<file path="config.mk">
export PLATFORM = sky130hd
export DESIGN_NAME = pli_muldiv
export DESIGN_NICKNAME = d
export VERILOG_FILES = /design/src/hw/rtl/pli_pkg.sv /design/src/hw/rtl/pli_muldiv.sv
export SDC_FILE = /design/constraint.sdc
export NUM_CORES = 1
export LEC_CHECK = 0
export ABC_CLOCK_PERIOD_IN_PS = 13700
export BUFFER_PORTS_ARGS = -buffer_cell sky130_fd_sc_hd__buf_4
export CORE_MARGIN = 1.5
export CORE_UTILIZATION = 50
export DETAILED_ROUTE_END_ITERATION = 12
export PLACE_DENSITY = 0.65
export RECOVER_POWER = 50
export SLEW_MARGIN = 40
export SYNTH_ARGS = -nofsm -noshare
export SYNTH_HDL_FRONTEND = slang
export SYNTH_SLANG_ARGS = --single-unit
</file>
<file path="constraint.sdc">
create_clock -name i_clk -period 13.7 [get_ports i_clk]
set_input_delay 0.685 -clock i_clk [delete_from_list [all_inputs] [get_ports i_clk]]
set_output_delay 0.685 -clock i_clk [all_outputs]
set_load 0.01 [all_outputs]
</file>
<file path="src/hw/rtl/pli_pkg.sv">
package pli_pkg;

    localparam int MAX_POINTS_DEF = 64;
    localparam int COUNT_W        = 7;
    localparam int IDX_W          = 6;
    localparam int DATA_W         = 32;
    localparam int IN_TDATA_W     = 104;
    localparam int OUT_TDATA_W    = 40;
    localparam int OUT_TUSER_W    = 2;
    localparam int MUL_STEPS      = 33;
    localparam int DIV_STEPS      = 66;
    localparam int CNT_STEP_W     = 7;

    typedef enum logic {
        OP_LOAD  = 1'b0,
        OP_QUERY = 1'b1
    } t_opcode;

    typedef enum logic [2:0] {
        MD_IDLE,
        MD_PREP,
        MD_MUL,
        MD_DIV,
        MD_DONE
    } t_md_state;

    typedef struct packed {
        logic               vld;
        logic signed [31:0] q;
        logic               found;
        logic        [32:0] best;
        logic               grab;
        logic signed [31:0] xl;
        logic signed [31:0] yl;
        logic signed [31:0] xh;
        logic signed [31:0] yh;
        logic signed [31:0] xp;
        logic signed [31:0] yp;
        logic signed [31:0] xr;
        logic signed [31:0] yr;
    } t_token;

    typedef struct packed {
        logic signed [31:0] q;
        logic signed [31:0] xl;
        logic signed [31:0] yl;
        logic signed [31:0] xh;
        logic signed [31:0] yh;
        logic        [5:0]  seg;
        logic               below;
    } t_job;

    typedef struct packed {
        logic signed [31:0] value;
        logic        [5:0]  seg;
        logic               below;
        logic               zero;
    } t_result;

    typedef struct packed {
        logic idle;
        logic done;
    } t_md_status;

endpackage

</file>
<file path="src/hw/rtl/pli_muldiv.sv">
module pli_muldiv (
    input  logic                i_clk,
    input  logic                i_rst_n,
    input  logic                i_start,
    input  pli_pkg::t_job       i_job,
    input  logic                i_take,
    output pli_pkg::t_md_status o_status,
    output pli_pkg::t_result    o_result
);
    import pli_pkg::*;

    t_md_state                 r_state;
    t_md_state                 n_state;
    t_job                      r_job;
    logic                      r_zero;
    logic                      r_neg;
    logic [65:0]               r_mcand;
    logic [32:0]               r_mplier;
    logic [65:0]               r_acc;
    logic [32:0]               r_dvs;
    logic [32:0]               r_rem;
    logic [33:0]               r_quo;
    logic                      r_ovf;
    logic [CNT_STEP_W-1:0]     r_cnt;

    logic signed [32:0]        a_s;
    logic signed [32:0]        b_s;
    logic signed [32:0]        d_s;
    logic                      zero_c;
    logic [33:0]               rem_sh;
    logic                      ge;
    logic [33:0]               mag;
    logic signed [35:0]        sum;
    logic signed [35:0]        delta;

    function automatic logic [32:0] umag(input logic signed [32:0] v);
        logic [32:0] r;
        r = v[32] ? $unsigned(-v) : $unsigned(v);
        return r;
    endfunction

    assign a_s    = {r_job.q[31], r_job.q} - {r_job.xl[31], r_job.xl};
    assign b_s    = {r_job.yh[31], r_job.yh} - {r_job.yl[31], r_job.yl};
    assign d_s    = {r_job.xh[31], r_job.xh} - {r_job.xl[31], r_job.xl};
    assign zero_c = (d_s == 33'sd0);
    assign rem_sh = {r_rem, r_acc[65]};
    assign ge     = (rem_sh >= {1'b0, r_dvs});

    always_comb begin
        n_state = r_state;
        unique case (r_state)
            MD_IDLE: if (i_start) n_state = MD_PREP;
            MD_PREP: n_state = zero_c ? MD_DONE : MD_MUL;
            MD_MUL:  if (r_cnt == CNT_STEP_W'(MUL_STEPS - 1)) n_state = MD_DIV;
            MD_DIV:  if (r_cnt == CNT_STEP_W'(DIV_STEPS - 1)) n_state = MD_DONE;
            MD_DONE: if (i_take) n_state = MD_IDLE;
            default: n_state = MD_IDLE;
        endcase
    end

    always_comb begin
        mag   = r_zero ? 34'd0 : (r_ovf ? '1 : r_quo);
        delta = r_neg ? -$signed({2'b00, mag}) : $signed({2'b00, mag});
        sum   = {{4{r_job.yl[31]}}, r_job.yl} + delta;
        o_status.idle  = (r_state == MD_IDLE);
        o_status.done  = (r_state == MD_DONE);
        o_result.seg   = r_job.seg;
        o_result.below = r_job.below;
        o_result.zero  = r_zero;
        priority if (sum > 36'sd2147483647) begin
            o_result.value = 32'sh7fffffff;
        end else if (sum < -36'sd2147483648) begin
            o_result.value = 32'sh80000000;
        end else begin
            o_result.value = sum[31:0];
        end
    end

    always_ff @(posedge i_clk) begin
        if (!i_rst_n) begin
            r_state <= MD_IDLE;
        end else begin
            r_state <= n_state;
        end
    end

    always_ff @(posedge i_clk) begin
        unique case (r_state)
            MD_IDLE: begin
                if (i_start) r_job <= i_job;
            end
            MD_PREP: begin
                r_zero   <= zero_c;
                r_neg    <= a_s[32] ^ b_s[32] ^ d_s[32];
                r_mcand  <= {33'd0, umag(a_s)};
                r_mplier <= umag(b_s);
                r_dvs    <= umag(d_s);
                r_acc    <= '0;
                r_rem    <= '0;
                r_quo    <= '0;
                r_ovf    <= 1'b0;
                r_cnt    <= '0;
            end
            MD_MUL: begin
                if (r_mplier[0]) r_acc <= r_acc + r_mcand;
                r_mcand  <= {r_mcand[64:0], 1'b0};
                r_mplier <= {1'b0, r_mplier[32:1]};
                r_cnt    <= (r_cnt == CNT_STEP_W'(MUL_STEPS - 1)) ? '0 : r_cnt + 1'b1;
            end
            MD_DIV: begin
                r_rem <= ge ? 33'(rem_sh - {1'b0, r_dvs}) : rem_sh[32:0];
                r_acc <= {r_acc[64:0], 1'b0};
                r_quo <= {r_quo[32:0], ge};
                r_ovf <= r_ovf | r_quo[33];
                r_cnt <= r_cnt + 1'b1;
            end
            MD_DONE: begin
                r_cnt <= '0;
            end
            default: begin
                r_cnt <= '0;
            end
        endcase
    end

endmodule
</file>
; ---- After elaboration in Yosys (flattened, before gate mapping)
; Cells that the tools add are included.
; W data, S select, Z words.
[word_totals]
input_bits = 171
output_inout_bits = 42
reg_bits = 445
[op_classes]
n_eq_ne = 11
n_addsub = 11
bitwise_logic = 3
n_reduce_logical = 8
magnitude_cmp = 3
muxes = 24
[op_table]
columns = cell, count
row1 = $pmux W66 S3, 1
row2 = $pmux W33 S2, 2
row3 = $pmux W66 S2, 1
row4 = $mux W33, 3
row5 = $neg A33 Y33, 3
row6 = $sub A32 B32 Y33, 3
row7 = $mux W32, 3
row8 = $mux W34, 2
row9 = $pmux W34 S2, 1
row10 = $add A66 B66 Y66, 1
row11 = $mux W66, 1
row12 = $add A36 B36 Y36, 1
row13 = $gt A36 B32 Y1 const B, 1
row14 = $lt A36 B32 Y1 const B, 1
row15 = $mux W36, 1
row16 = $neg A34 Y36, 1
row17 = $ge A34 B33 Y1, 1
row18 = $logic_not A33 Y1, 1
row19 = $sub A33 B33 Y33, 1
row20 = $pmux W7 S3, 1
row21 = $mux W3, 5
row22 = $pmux W3 S5, 1
row23 = $ne A2 B2 Y1 const B, 5
row24 = $add A7 B1 Y7 const B, 1
row25 = 14 further kinds, 18

; ---- Logic depth before layout (Yosys ltp)
[depth]
depth_word = 8
ltp_mapped = 31

; ---- Least setup slack after synthesis
; Ideal clock, no wire load.
[synth_timing]
path_type = reg-to-reg
startpoint = register r_state[1]
endpoint = register r_mcand[0] (enable)
path_slack_ns = 5.365
path_stages_with_launch = 4
setup_ns = 0.693
arrival_time_ns = 7.642
cell_sequence = dfxtp_1 > clkbuf_1 > clkbuf_1 > o21ai_0
[synth_via]
elab_chain_cells = 2
word_cells_on_any_way = 3
[synth_lines]
columns = item, line
row1 = from (decl), pli_muldiv.sv:12  ; t_md_state r_state;
row2 = from (signal assigned), pli_muldiv.sv:83  ; r_state <= n_state;
row3 = $eq A3 B2 Y1 / $eq A3 B1 Y1 (equally long branches), pli_muldiv.sv:88  ; unique case (r_state)
row4 = $reduce_bool A2 Y1 (no source line) (*), --
row5 = to (signal assigned), pli_muldiv.sv:95  ; r_mcand <= {33'd0, umag(a_s)};
row6 = to (signal assigned), pli_muldiv.sv:106  ; r_mcand <= {r_mcand[64:0], 1'b0};
row7 = to (decl), pli_muldiv.sv:17  ; logic [65:0] r_mcand;
; Mark *: on every way between the ends. The rest lies on a longest branch, timed or not.
; A chain may end at the register's enable or synchronous reset.

; ---- Worst setup path in the final report
[layout_timing]
startpoint = register r_state[1]
endpoint = register r_mcand[53] (enable)
; The elaborated chain is that of the path after synthesis.

==> run metrics <==
Clock Sinks=445; Psw=4.88 mW; DRC Markers=0; Reg clk slew, reported paths=0.06 ns; cts hold-fix bufs=0; final hold viol count=0; Routed WL=84100 µm; Die Span Y=255 µm; Tot Pwr=10.8 mW; hold_ws=0.257 ns; Total GRT Usage=0.253; FF-to-FF End=r_mcand[53]$_SDFFCE_PN0P_; Top Ports=213; initial core utilization=0.506; maxcap violations=8; Worst Setup Path Type=flip-flop to flip-flop; Max Slew Vio Count=488; Worst-Margin Slew=4.05 ns; highest clock rate=0.111 GHz; area leader, netlist=edfxtp_1; cell area after synthesis=31800 µm²; Worst path most repeated cell=clkbuf_1; Post-CTS Resized=0; initial detailed-routing violation count=1641; ratio of cells with drive above 1 in the final layout=0.0985; Min-Delay Path Class=input pin to flip-flop; first-pass GRT wire length=134000 µm; CTS tree=built; Critical Path Fanout Max=85; fin crit share=0.656; CTS root buffer=clkbuf_16; Main synth FF type=edfxtp_1; Required @ worst endpoint=13.94 ns; synthesized area per cell=9.49 µm²; die area=65200 µm²; CTS H-tree lvls=2; Reg2Reg Setup Slack=4.71 ns; setup bufs post-CTS=0; top cell type's share of synthesized area=0.417; #FFs+latches synth=445; setup TNS=0 ns; Post-synth EDFFs=442; combinational power share=0.622; number of detailed-route iterations in the first pass=5; switching share of power=0.452; skew final=0.0349 ns; dpl hpwl=63000 µm; Post-synth ARST share=0; DR vias=25900; Startpoint Class=flip-flop; CORE AREA=63000 µm²; CP startpoint=r_state[1]$_SDFFE_PN0P_; violated checks=max-capacitance violations, max-slew violations; Crit-path slowest cell=nand2_1; post-DR vias/cell=5.90; Slew headroom=-1.70; GPL Wtd Cong=0.952; CTS max path bufs=3; Crit path depth=5; WHS Path Cells=1; synth unique cells=86; Die W=255 µm; Crit. End Element=flip-flop; Worst Path Arrival=9.22 ns; RR Startpoint=r_state[1]$_SDFFE_PN0P_; Clock power frac=0.134; Inserted Clock Buffers=52; status=finished, violations left; Total Nets Final=3927; Max VDD drop=406 µV; Synth Instances=3355; FILL cells=5516; Worst path max stage delay=2.75 ns; vias in the first global route=25200; Layout Area Growth over Synthesis=12.7%; Power Density=301 nW/µm²; GRT overflow=0; WL/cell=19.1 µm; Antenna Nets Post-Route=0; Clock Latency Late Sink=0.62 ns; Worst Setup EP=r_mcand[53]$_SDFFCE_PN0P_; top cells by area, synth=edfxtp_1 42%, ha_1 9.4%, xnor2_1 5.2%, a21oi_1 4.9%, o21ai_0 3.5%; Synth Warn #=0; Final Setup Violations=0; Post-Syn Nets=3770; crit path cell chain=clkbuf_1, nand2_1, o21ai_4, clkbuf_1, buf_4; sequential share of the synthesized area=0.419; Seq pwr share=0.244; row cnt=92; Internal=5.92 mW; R2R depth=5; CP Buf/Inv Count=3; diodes inserted=0; CP top delay family=buffers and inverters; min cycle time layout=8.99 ns; unrepaired setup endpoints after global routing=no; initial antenna violation count=0; largest net degree at the start of global routing=86; number of I/O port buffers=212; static leakage=14.7 nW
## layout make-up
cell class | instances | area, µm² | share of cell area
Inverter | 180 | 677 | 0.0189
Multi-Input combinational cell | 2595 | 17400 | 0.484
Clock buffer | 60 | 1330 | 0.0371
Timing Repair Buffer | 238 | 1700 | 0.0474
Clock inverter | 35 | 433 | 0.0121
Tap cell | 846 | 1060 | 0.0295
Sequential cell | 445 | 13300 | 0.371
## through the flow
step | setup slack, ns | instances | instance area (µm²) | utilization
finish | 4.71 | 4399 | 35900 | 0.570
global route | 3.56 | 4399 | 35900 | 0.570
CTS | 6.32 | 4397 | 36000 | 0.572
detailed placement | 6.98 | 4302 | 34300 | 0.544
global placement | 6.85 | 4300 | 34200 | 0.543
floorplan | 5.36 | 3355 | 31800 | -
## cell usage in the layout (no fill, tap or decap), types with 34 or more instances in the layout
master	Yosys	final
inv_1	180	179
o21ai_0	223	222
clkbuf_4	0	154
xor2_1	115	115
nand2b_1	34	34
xnor2_1	189	189
clkbuf_16	0	52
o21bai_1	35	35
a21o_1	140	140
nor2b_1	35	35
a31oi_1	42	41
and3_1	99	99
nand2_1	264	264
nor2_1	297	295
nand3_1	61	61
edfxtp_1	442	442
o21a_1	39	38
clkbuf_1	116	38
nor3_1	63	63
a21oi_1	312	312
ha_1	238	238
buf_4	9	49
## cell usage after synthesis (10+ instances only)
library cell and number:
o21bai_1 35, nand4_1 28, nand2b_1 34, nor3b_1 10, o21ai_1 15, a21oi_1 312, a31oi_1 42, o211ai_1 15
ha_1 238, a21o_1 140, xnor2_1 189, nor3_1 63, or2_2 14, nor4_1 22, a2111oi_0 10, xor2_1 115
and2_1 27, o21ai_0 223, nand2_1 264, o21a_1 39, mux2i_1 10, a31o_2 13, and3_1 99, clkbuf_1 116
nor2b_1 35, inv_1 180, nor2_1 297, a211oi_1 33, o31ai_1 21, edfxtp_1 442, or3_1 14, nand3_1 61
## worst min path at each step
stage,startpoint,end,slack [ns]
CTS,i_job[69],r_job[69]$_DFFE_PP_,0.20
finish,i_job[92],r_job[92]$_DFFE_PP_,0.26
floorplan,r_mplier[12]$_DFFE_PP_,r_mplier[11]$_DFFE_PP_,0.50
global placement,r_mplier[9]$_DFFE_PP_,r_mplier[8]$_DFFE_PP_,0.51
global route,i_job[95],r_job[95]$_DFFE_PP_,0.23
detailed placement,r_mplier[20]$_DFFE_PP_,r_mplier[19]$_DFFE_PP_,0.52
## registers in the layout, summed over array words and instances (netlist names)
signal / flops
r_zero: 1
r_mcand: 66
r_dvs: 33
r_rem: 33
r_acc: 66
r_neg: 1
r_ovf: 1
r_mplier: 33
r_cnt: 7
r_state: 3
r_job: 160
o_result: 7
r_quo: 34
## cells by family after synthesis
logic type	Yosys count	synth area share
DFF	445	0.419
and+or+nand+nor	1012	0.155
AOI/OAI and AO/OA	1022	0.203
muxes	13	0.00420
adders and majority gates	244	0.0973
buffers and inverters	315	0.0383
xor gates and xnor gates	304	0.0836
## routing by layer
| layer | part of all wire | track usage |
|---|---|---|
| met5 | 0 | 0 |
| met4 | 0.041 | 0.103 |
| met3 | 0.047 | 0.0337 |
| met2 | 0.48 | 0.426 |
| met1 | 0.44 | 0.328 |
## power groups by stage
stage	Sequential [mW]	Combinational [mW]	Clock, mW
final	2.63	6.72	1.45
after global routing	2.69	7.45	1.53
after CTS	2.61	6.71	1.48
after detailed placement	2.63	6.66	0
after global placement	2.63	6.52	0
after floorplan	2.58	4.93	0
(Power assumes the default switching activity.)
