$ cat config.mk
export PLATFORM = sky130hd
export DESIGN_NAME = pli_cell
export DESIGN_NICKNAME = d
export VERILOG_FILES = /design/src/hw/rtl/pli_pkg.sv /design/src/hw/rtl/pli_cell.sv
export SDC_FILE = /design/constraint.sdc
export NUM_CORES = 1
export LEC_CHECK = 0
export ABC_CLOCK_PERIOD_IN_PS = 8970
export BUFFER_PORTS_ARGS = -buffer_cell sky130_fd_sc_hd__buf_2
export CAP_MARGIN = 20
export CORE_AREA = 2 2 288 290
export CTS_CLUSTER_SIZE = 28
export DETAILED_ROUTE_END_ITERATION = 8
export DIE_AREA = 0 0 290 292
export PLACE_DENSITY = 0.39
export SETUP_SLACK_MARGIN = 0.2
export SYNTH_ARGS = -nofsm -noshare
export SYNTH_HDL_FRONTEND = slang
export SYNTH_SLANG_ARGS = --single-unit
$ cat constraint.sdc
create_clock -name i_clk -period 8.97 [get_ports i_clk]
set_clock_uncertainty 0.05 [all_clocks]
set_input_delay 0.897 -clock i_clk [delete_from_list [all_inputs] [get_ports i_clk]]
set_output_delay 0.897 -clock i_clk [all_outputs]
set_load 0.02 [all_outputs]
$ cat src/hw/rtl/pli_pkg.sv
package pli_pkg;

    localparam int MAX_POINTS_DEF = 64;
    localparam int COUNT_W        = 7;
    localparam int IDX_W          = 6;
    localparam int DATA_W         = 32;
    localparam int IN_TDATA_W     = 104;
    localparam int OUT_TDATA_W    = 40;
    localparam int OUT_TUSER_W    = 2;
    localparam int MUL_STEPS      = 33;
    localparam int DIV_STEPS      = 66;
    localparam int CNT_STEP_W     = 7;

    typedef enum logic {
        OP_LOAD  = 1'b0,
        OP_QUERY = 1'b1
    } t_opcode;

    typedef enum logic [2:0] {
        MD_IDLE,
        MD_PREP,
        MD_MUL,
        MD_DIV,
        MD_DONE
    } t_md_state;

    typedef struct packed {
        logic               vld;
        logic signed [31:0] q;
        logic               found;
        logic        [32:0] best;
        logic               grab;
        logic signed [31:0] xl;
        logic signed [31:0] yl;
        logic signed [31:0] xh;
        logic signed [31:0] yh;
        logic signed [31:0] xp;
        logic signed [31:0] yp;
        logic signed [31:0] xr;
        logic signed [31:0] yr;
    } t_token;

    typedef struct packed {
        logic signed [31:0] q;
        logic signed [31:0] xl;
        logic signed [31:0] yl;
        logic signed [31:0] xh;
        logic signed [31:0] yh;
        logic        [5:0]  seg;
        logic               below;
    } t_job;

    typedef struct packed {
        logic signed [31:0] value;
        logic        [5:0]  seg;
        logic               below;
        logic               zero;
    } t_result;

    typedef struct packed {
        logic idle;
        logic done;
    } t_md_status;

endpackage

$ cat src/hw/rtl/pli_cell.sv
module pli_cell #(
    parameter int IDX   = 0,
    parameter int SEG_W = 6,
    parameter int CNT_W = 7
) (
    input  logic                        i_clk,
    input  logic                        i_rst_n,
    input  logic                        i_wr_en,
    input  logic [pli_pkg::IDX_W-1:0]   i_wr_idx,
    input  logic signed [31:0]          i_wr_x,
    input  logic signed [31:0]          i_wr_y,
    input  logic [CNT_W-1:0]            i_count,
    input  pli_pkg::t_token             i_tok,
    input  logic [SEG_W-1:0]            i_seg,
    output pli_pkg::t_token             o_tok,
    output logic [SEG_W-1:0]            o_seg
);
    import pli_pkg::*;

    logic signed [31:0] r_x;
    logic signed [31:0] r_y;
    t_token             r_tok;
    t_token             n_tok;
    logic [SEG_W-1:0]   r_seg;
    logic [SEG_W-1:0]   n_seg;
    logic signed [32:0] gap;
    logic               active;
    logic               better;
    logic               capture;

    assign gap     = {i_tok.q[31], i_tok.q} - {r_x[31], r_x};
    assign active  = (32'(i_count) > IDX);
    assign better  = active && (gap > 33'sd0) &&
                     (!i_tok.found || ($unsigned(gap) < i_tok.best));
    assign capture = active && (better || (IDX == 0));

    always_comb begin
        n_tok = i_tok;
        n_seg = i_seg;
        if (active) begin
            n_tok.xr = r_x;
            n_tok.yr = r_y;
        end
        priority if (capture) begin
            n_tok.xl   = r_x;
            n_tok.yl   = r_y;
            n_tok.xp   = i_tok.xr;
            n_tok.yp   = i_tok.yr;
            n_tok.grab = 1'b1;
            n_seg      = SEG_W'(IDX);
            if (better) begin
                n_tok.found = 1'b1;
                n_tok.best  = $unsigned(gap);
            end
        end else if (active && i_tok.grab) begin
            n_tok.xh   = r_x;
            n_tok.yh   = r_y;
            n_tok.grab = 1'b0;
        end
    end

    always_ff @(posedge i_clk) begin
        if (i_wr_en && (32'(i_wr_idx) == IDX)) begin
            r_x <= i_wr_x;
            r_y <= i_wr_y;
        end
    end

    always_ff @(posedge i_clk) begin
        if (!i_rst_n) begin
            r_tok.vld <= 1'b0;
        end else begin
            r_tok <= n_tok;
            r_seg <= n_seg;
        end
    end

    assign o_tok = r_tok;
    assign o_seg = r_seg;

endmodule

---- Word level (Yosys, flattened, before mapping) ----
Index checks and enable logic that the tools add are counted.
storage, ports and cells
  flip-flop bits (word level) ............. 394
cells by class
  add/subtract/negate cells ............... 1
  reductions and logical operators ........ 7
  $lt $le $gt $ge ......................... 3
  multiplexer cells ....................... 8
operators by type and width
  operator                                              number
  2-to-1 mux 64 bit                                     5
  2-to-1 mux 34 bit                                     2
  > comparator 33 x 1 -> 1 bit (second input constant)  1
  less-than comparator 33 bit                           1
  subtractor 32 x 32 -> 33 bit                          1
  > comparator 7 x 1 -> 1 bit (second input constant)   1
  zero test 6 bit                                       1
  logical AND 1 bit                                     4
  zero test 1 bit                                       1
  logical OR 1 bit                                      1
  2-to-1 mux 1 bit                                      1

---- Logic depth before layout (Yosys ltp) ----
  depth in word-level cells ............... 6
  gate-level depth with buffers ........... 23

---- Worst setup path before layout ----
Ideal clock, no wire load.
  path kind ............................... input -> register
  from .................................... input i_wr_idx[2] (netlist name)
  to ...................................... register r_x[0], enable pin
  stages on the path ...................... 2
  data required time ...................... 8.269 ns
  buffers on the path ..................... 0
  arrival time ............................ 7.630 ns
  setup slack ............................. 0.639 ns
  setup time .............................. 0.651 ns
  cells stage by stage .................... or4b_2 -> nor4_1
on the way
  word-level cells in the longest chain between the ends .. 2
RTL lines
  item                  line            RTL
  from (decl)           pli_cell.sv:9   input logic [pli_pkg::IDX_W-1:0] i_wr_idx,
  zero test 6 bit       pli_cell.sv:63  if (i_wr_en && (32'(i_wr_idx) == IDX)) begin
  logical AND 1 bit     pli_cell.sv:63
  to (signal assigned)  pli_cell.sv:64  r_x <= i_wr_x;
  to (decl)             pli_cell.sv:20  logic signed [31:0] r_x;
Every way passes these cells.
A chain may end at the register's enable or synchronous reset.

==> key figures <==
Route
  • Routed via count: 14.8k
  • Number of remaining DRC errors: 0
  • Detail Route Antenna Nets: 0
  • Iter 0 DRT Violations: 987
  • Wire length reported by the detailed router: roughly 76000 microns
  • Average routed wire per standard cell: around 22 microns
  • Via density per instance: 4.36
  • 1st-pass router iterations: 5

Pwr
  • PwrDens: approximately 200 nW/um^2
  • Fraction of power consumed by the clock network: 42.1%
  • Net switching component of the power: 1.31 mW
  • Leak: 10.9 nW
  • Pwr Total: 4.88 mW
  • Net Sw Frac: 26.8%
  • VDD IR max: 126 uV
  • Portion of total power attributed to combinational logic: 13.4%
  • Internal cell power: 3.57 mW
  • Seq pwr share: 44.5%

Layout
  • Share of post-route cells with drive strength above 1: 37.9%
  • Fraction of the core area covered by cells at the end of the flow: a little under a third
  • Post-layout instance count excluding filler cells: 3382
  • Post-route cell area: 24500 sq um
  • Syn-to-layout area delta: 34.9%
  • Commonest non-fill, non-tap cell in the layout: sky130_fd_sc_hd__buf_2
  • Commonest cells after routing, fill and taps aside: 738 x sky130_fd_sc_hd__buf_2, 580 x sky130_fd_sc_hd__nand2_1, 393 x sky130_fd_sc_hd__edfxtp_1, 75 x sky130_fd_sc_hd__inv_1, 64 x sky130_fd_sc_hd__ha_1
  • Final layout net count: 2746

STA
  • Final cycle utilization of the critical path: slightly below 70%
  • Achievable Freq: 166 MHz
  • Final setup violation count: 0
  • Fin worst setup slack: slightly below 3 ns
  • Setup repair after global routing missed its margin: false
  • Hold violation count in the final report: 0
  • Accumulated negative setup slack: 0 ns
  • Final worst hold slack: about 0.42 ns
  • Worst-Margin Slew: 1.02 ns
  • Tmin final: 6.03 ns
  • Max Slew Vio Count: 0
  • Worst max-slew margin expressed relative to the limit: 31.7%

Yosys
  • Async set or reset register ratio after synthesis: 0%
  • Multiplexer area fraction after synthesis: 0.0551%
  • Cell count after synthesis: 1597
  • Post-Synth Simple-Gate Area: between 10% and 20%
  • Post-Synthesis Cell Area: 18200 sq um
  • Count of synthesis-stage warnings from yosys: 0
  • Register bit count reported by yosys: 394
  • Syn nets: 2072
  • Dominant combinational cell family by area after synthesis: simple AND/OR/NAND/NOR gates
  • Sequential fraction of the synthesis area: between 60% and 70%
  • Post-Syn Area per Cell: 11.4 sq um
  • Library cells used by synthesis: 68
  • Adder-cell area share of the yosys netlist: 4.52%
  • Number of enable-type register cells in the synthesized netlist: 393
  • Compound-cell area share of the yosys netlist: 8.08%
  • Leading register cell type out of synthesis: sky130_fd_sc_hd__edfxtp_1
  • Xor and xnor fraction of the mapped netlist area: 1.11%

Clock tree
  • Number of levels in the clock H-tree: 2
  • CTS Root Buffer Type: sky130_fd_sc_hd__clkbuf_16
  • TritonCTS clock tree: built
  • Post-CTS Setup Repair Bufs: 0
  • Count of clock tree sinks: 394
  • Worst-case clock buffer depth: 3
  • Number of gates given a new drive strength after cts: 0
  • Clock transition at the register clock pins on the worst setup and hold paths after CTS: 0.06 ns
  • Source-to-sink clock delay at the later pin of the worst-skew pair: 0.60 ns
  • Total CTS buffers: 50
  • Count of hold-fix buffers inserted at cts: 0

Global routing
  • Remaining global-route overflow: 0
  • Global-route wire length before repair: 108000 microns
  • Gr usage total: 17.3%
  • Pin count of the biggest net entering global routing: 147
  • Antenna violations before repair: 14
  • Number of global-route vias before repair: 15.2k

Floorplan
  • Chip height: 292 microns
  • Die width: 290 microns
  • Starting utilization of the core area: 22.3%
  • Die ar.: 84700 sq um
  • Io pins: 740
  • Core footprint: a little over 80000 sq um
  • Site row count: 105

Place
  • Worst slack, placed: roughly 2.3 ns
  • HPWL after detailed placement: around 59000 microns
  • Cell Count Post-Placement: 3289
  • Number of buffer cells added on primary ports: 739
  • Post-place instance area: 22800 sq um
  • Global placement routability congestion: 0.943

Run
  • Max-cap violations: 0

Min path
  • Min-Delay Path Depth: 1
  • Kind of path behind the tightest hold check: input pin to flip-flop

Worst setup path
  • Critical setup path kind: input pin to flip-flop
  • Reg2reg path depth: 23
  • Setup crit start kind: input pin
  • Required time of the critical path: just over 9 ns
  • Arr. time, crit path: 6.28 ns
  • Crit end category: flip-flop
  • Maximum fanout encountered on the critical timing path: 33

Outcome
  • Run status: completed
-- synth_stat cells (3+ instances only) --
| master | n | area share, % |
|---|---|---|
| sky130_fd_sc_hd__a211oi_1 | 5 | 0.21 |
| sky130_fd_sc_hd__a21o_1 | 22 | 0.91 |
| sky130_fd_sc_hd__a21oi_1 | 47 | 1.3 |
| sky130_fd_sc_hd__a31oi_1 | 5 | 0.17 |
| sky130_fd_sc_hd__and2_1 | 10 | 0.34 |
| sky130_fd_sc_hd__and3_1 | 12 | 0.41 |
| sky130_fd_sc_hd__and4_1 | 4 | 0.19 |
| sky130_fd_sc_hd__buf_1 | 5 | 0.10 |
| sky130_fd_sc_hd__buf_2 | 3 | 0.083 |
| sky130_fd_sc_hd__buf_6 | 3 | 0.19 |
| sky130_fd_sc_hd__clkbuf_1 | 114 | 2.4 |
| sky130_fd_sc_hd__clkbuf_8 | 3 | 0.23 |
| sky130_fd_sc_hd__edfxtp_1 | 393 | 65 |
| sky130_fd_sc_hd__ha_1 | 64 | 4.4 |
| sky130_fd_sc_hd__inv_1 | 75 | 1.6 |
| sky130_fd_sc_hd__nand2_1 | 581 | 12 |
| sky130_fd_sc_hd__nand2b_1 | 3 | 0.10 |
| sky130_fd_sc_hd__nand3_1 | 40 | 1.1 |
| sky130_fd_sc_hd__nand4_1 | 17 | 0.59 |
| sky130_fd_sc_hd__nor2_1 | 26 | 0.54 |
| sky130_fd_sc_hd__nor3_1 | 8 | 0.22 |
| sky130_fd_sc_hd__nor4_1 | 4 | 0.14 |
| sky130_fd_sc_hd__o211ai_1 | 8 | 0.33 |
| sky130_fd_sc_hd__o21a_1 | 6 | 0.25 |
| sky130_fd_sc_hd__o21ai_0 | 23 | 0.63 |
| sky130_fd_sc_hd__o21bai_1 | 4 | 0.17 |
| sky130_fd_sc_hd__o221ai_1 | 6 | 0.29 |
| sky130_fd_sc_hd__o221ai_2 | 27 | 2.2 |
| sky130_fd_sc_hd__or3_1 | 6 | 0.21 |
| sky130_fd_sc_hd__or4_1 | 4 | 0.17 |
| sky130_fd_sc_hd__xnor2_1 | 14 | 0.68 |
| sky130_fd_sc_hd__xor2_1 | 9 | 0.43 |
-- cell families (layout without fill, tap and decap cells) --
logic type	Yosys count	count (layout)
AO/OA/AOI/OAI	184	184
XOR/XNOR	23	23
adder cells (fa/ha/maj)	65	65
buffers and inverters	206	919
flip-flops	394	394
multiplexers	1	1
other	0	2
AND/OR/NAND/NOR	724	724
-- final timing paths --
path,start,end,slack (ns)
worst max-delay path,i_tok[291],o_tok[259]$_DFFE_PP_,2.94
worst max register to register,r_x[0]$_DFFE_PP_,o_tok[259]$_DFFE_PP_,2.99
worst min-delay path,i_tok[174],o_tok[174]$_DFFE_PP_,0.42
worst min register to register,r_y[16]$_DFFE_PP_,o_tok[208]$_DFFE_PP_,0.48
-- per-layer routing --
metal	track usage, %	vias to the layer above	part of all wire, %
li1	-	6936	-
met1	21.1	7150	41
met2	30.2	552	50
met3	5.11	100	7.5
met4	3.84	12	1.9
met5	0	-	0.10
-- registers in the layout (all words and copies together), names as in the netlist --
name / count
r_x: 32
o_tok: 324
o_seg: 6
r_y: 32
-- cell type report --
type                       count  area (sq um)
fill                        8620         57100
timing repair buffer         753          3850
clock buffer                  57          1280
antenna                        2          5.00
multi-input combinational    997          5550
clock inverter                34           367
sequential                   394         11800
inverter                      75           282
tap                         1070          1340
-- power groups by stage --
stage / Clock (mW) / Combinational, mW / Sequential (mW)
after floorplan: 0 / 0.213 / 2.33
after global placement: 0 / 0.655 / 2.21
after detailed placement: 0 / 0.661 / 2.21
after CTS: 2.13 / 0.663 / 2.17
after global routing: 2.19 / 0.712 / 2.18
final: 2.06 / 0.656 / 2.17
-- critical path, cell delays in order --
cell and delay [ns]:
sky130_fd_sc_hd__buf_2 0.11, sky130_fd_sc_hd__inv_1 0.06, sky130_fd_sc_hd__ha_1 0.15, sky130_fd_sc_hd__inv_1 0.05
sky130_fd_sc_hd__fa_1 0.40, sky130_fd_sc_hd__a21o_1 0.21, sky130_fd_sc_hd__a221o_2 0.44, sky130_fd_sc_hd__nand4_1 0.20
sky130_fd_sc_hd__a21oi_1 0.17, sky130_fd_sc_hd__a221o_1 0.35, sky130_fd_sc_hd__a21oi_1 0.23, sky130_fd_sc_hd__xor2_2 0.15
sky130_fd_sc_hd__buf_4 0.38, sky130_fd_sc_hd__inv_1 0.15, sky130_fd_sc_hd__ha_1 0.32, sky130_fd_sc_hd__a21o_1 0.17
sky130_fd_sc_hd__a21o_1 0.18, sky130_fd_sc_hd__a21o_1 0.17, sky130_fd_sc_hd__a21o_1 0.17, sky130_fd_sc_hd__a21oi_1 0.13
sky130_fd_sc_hd__nor2_1 0.09, sky130_fd_sc_hd__a21o_1 0.22, sky130_fd_sc_hd__nor2_4 0.45, sky130_fd_sc_hd__buf_12 0.26
sky130_fd_sc_hd__o221ai_1 0.15
Note: power is estimated with default switching activity, not from simulation.
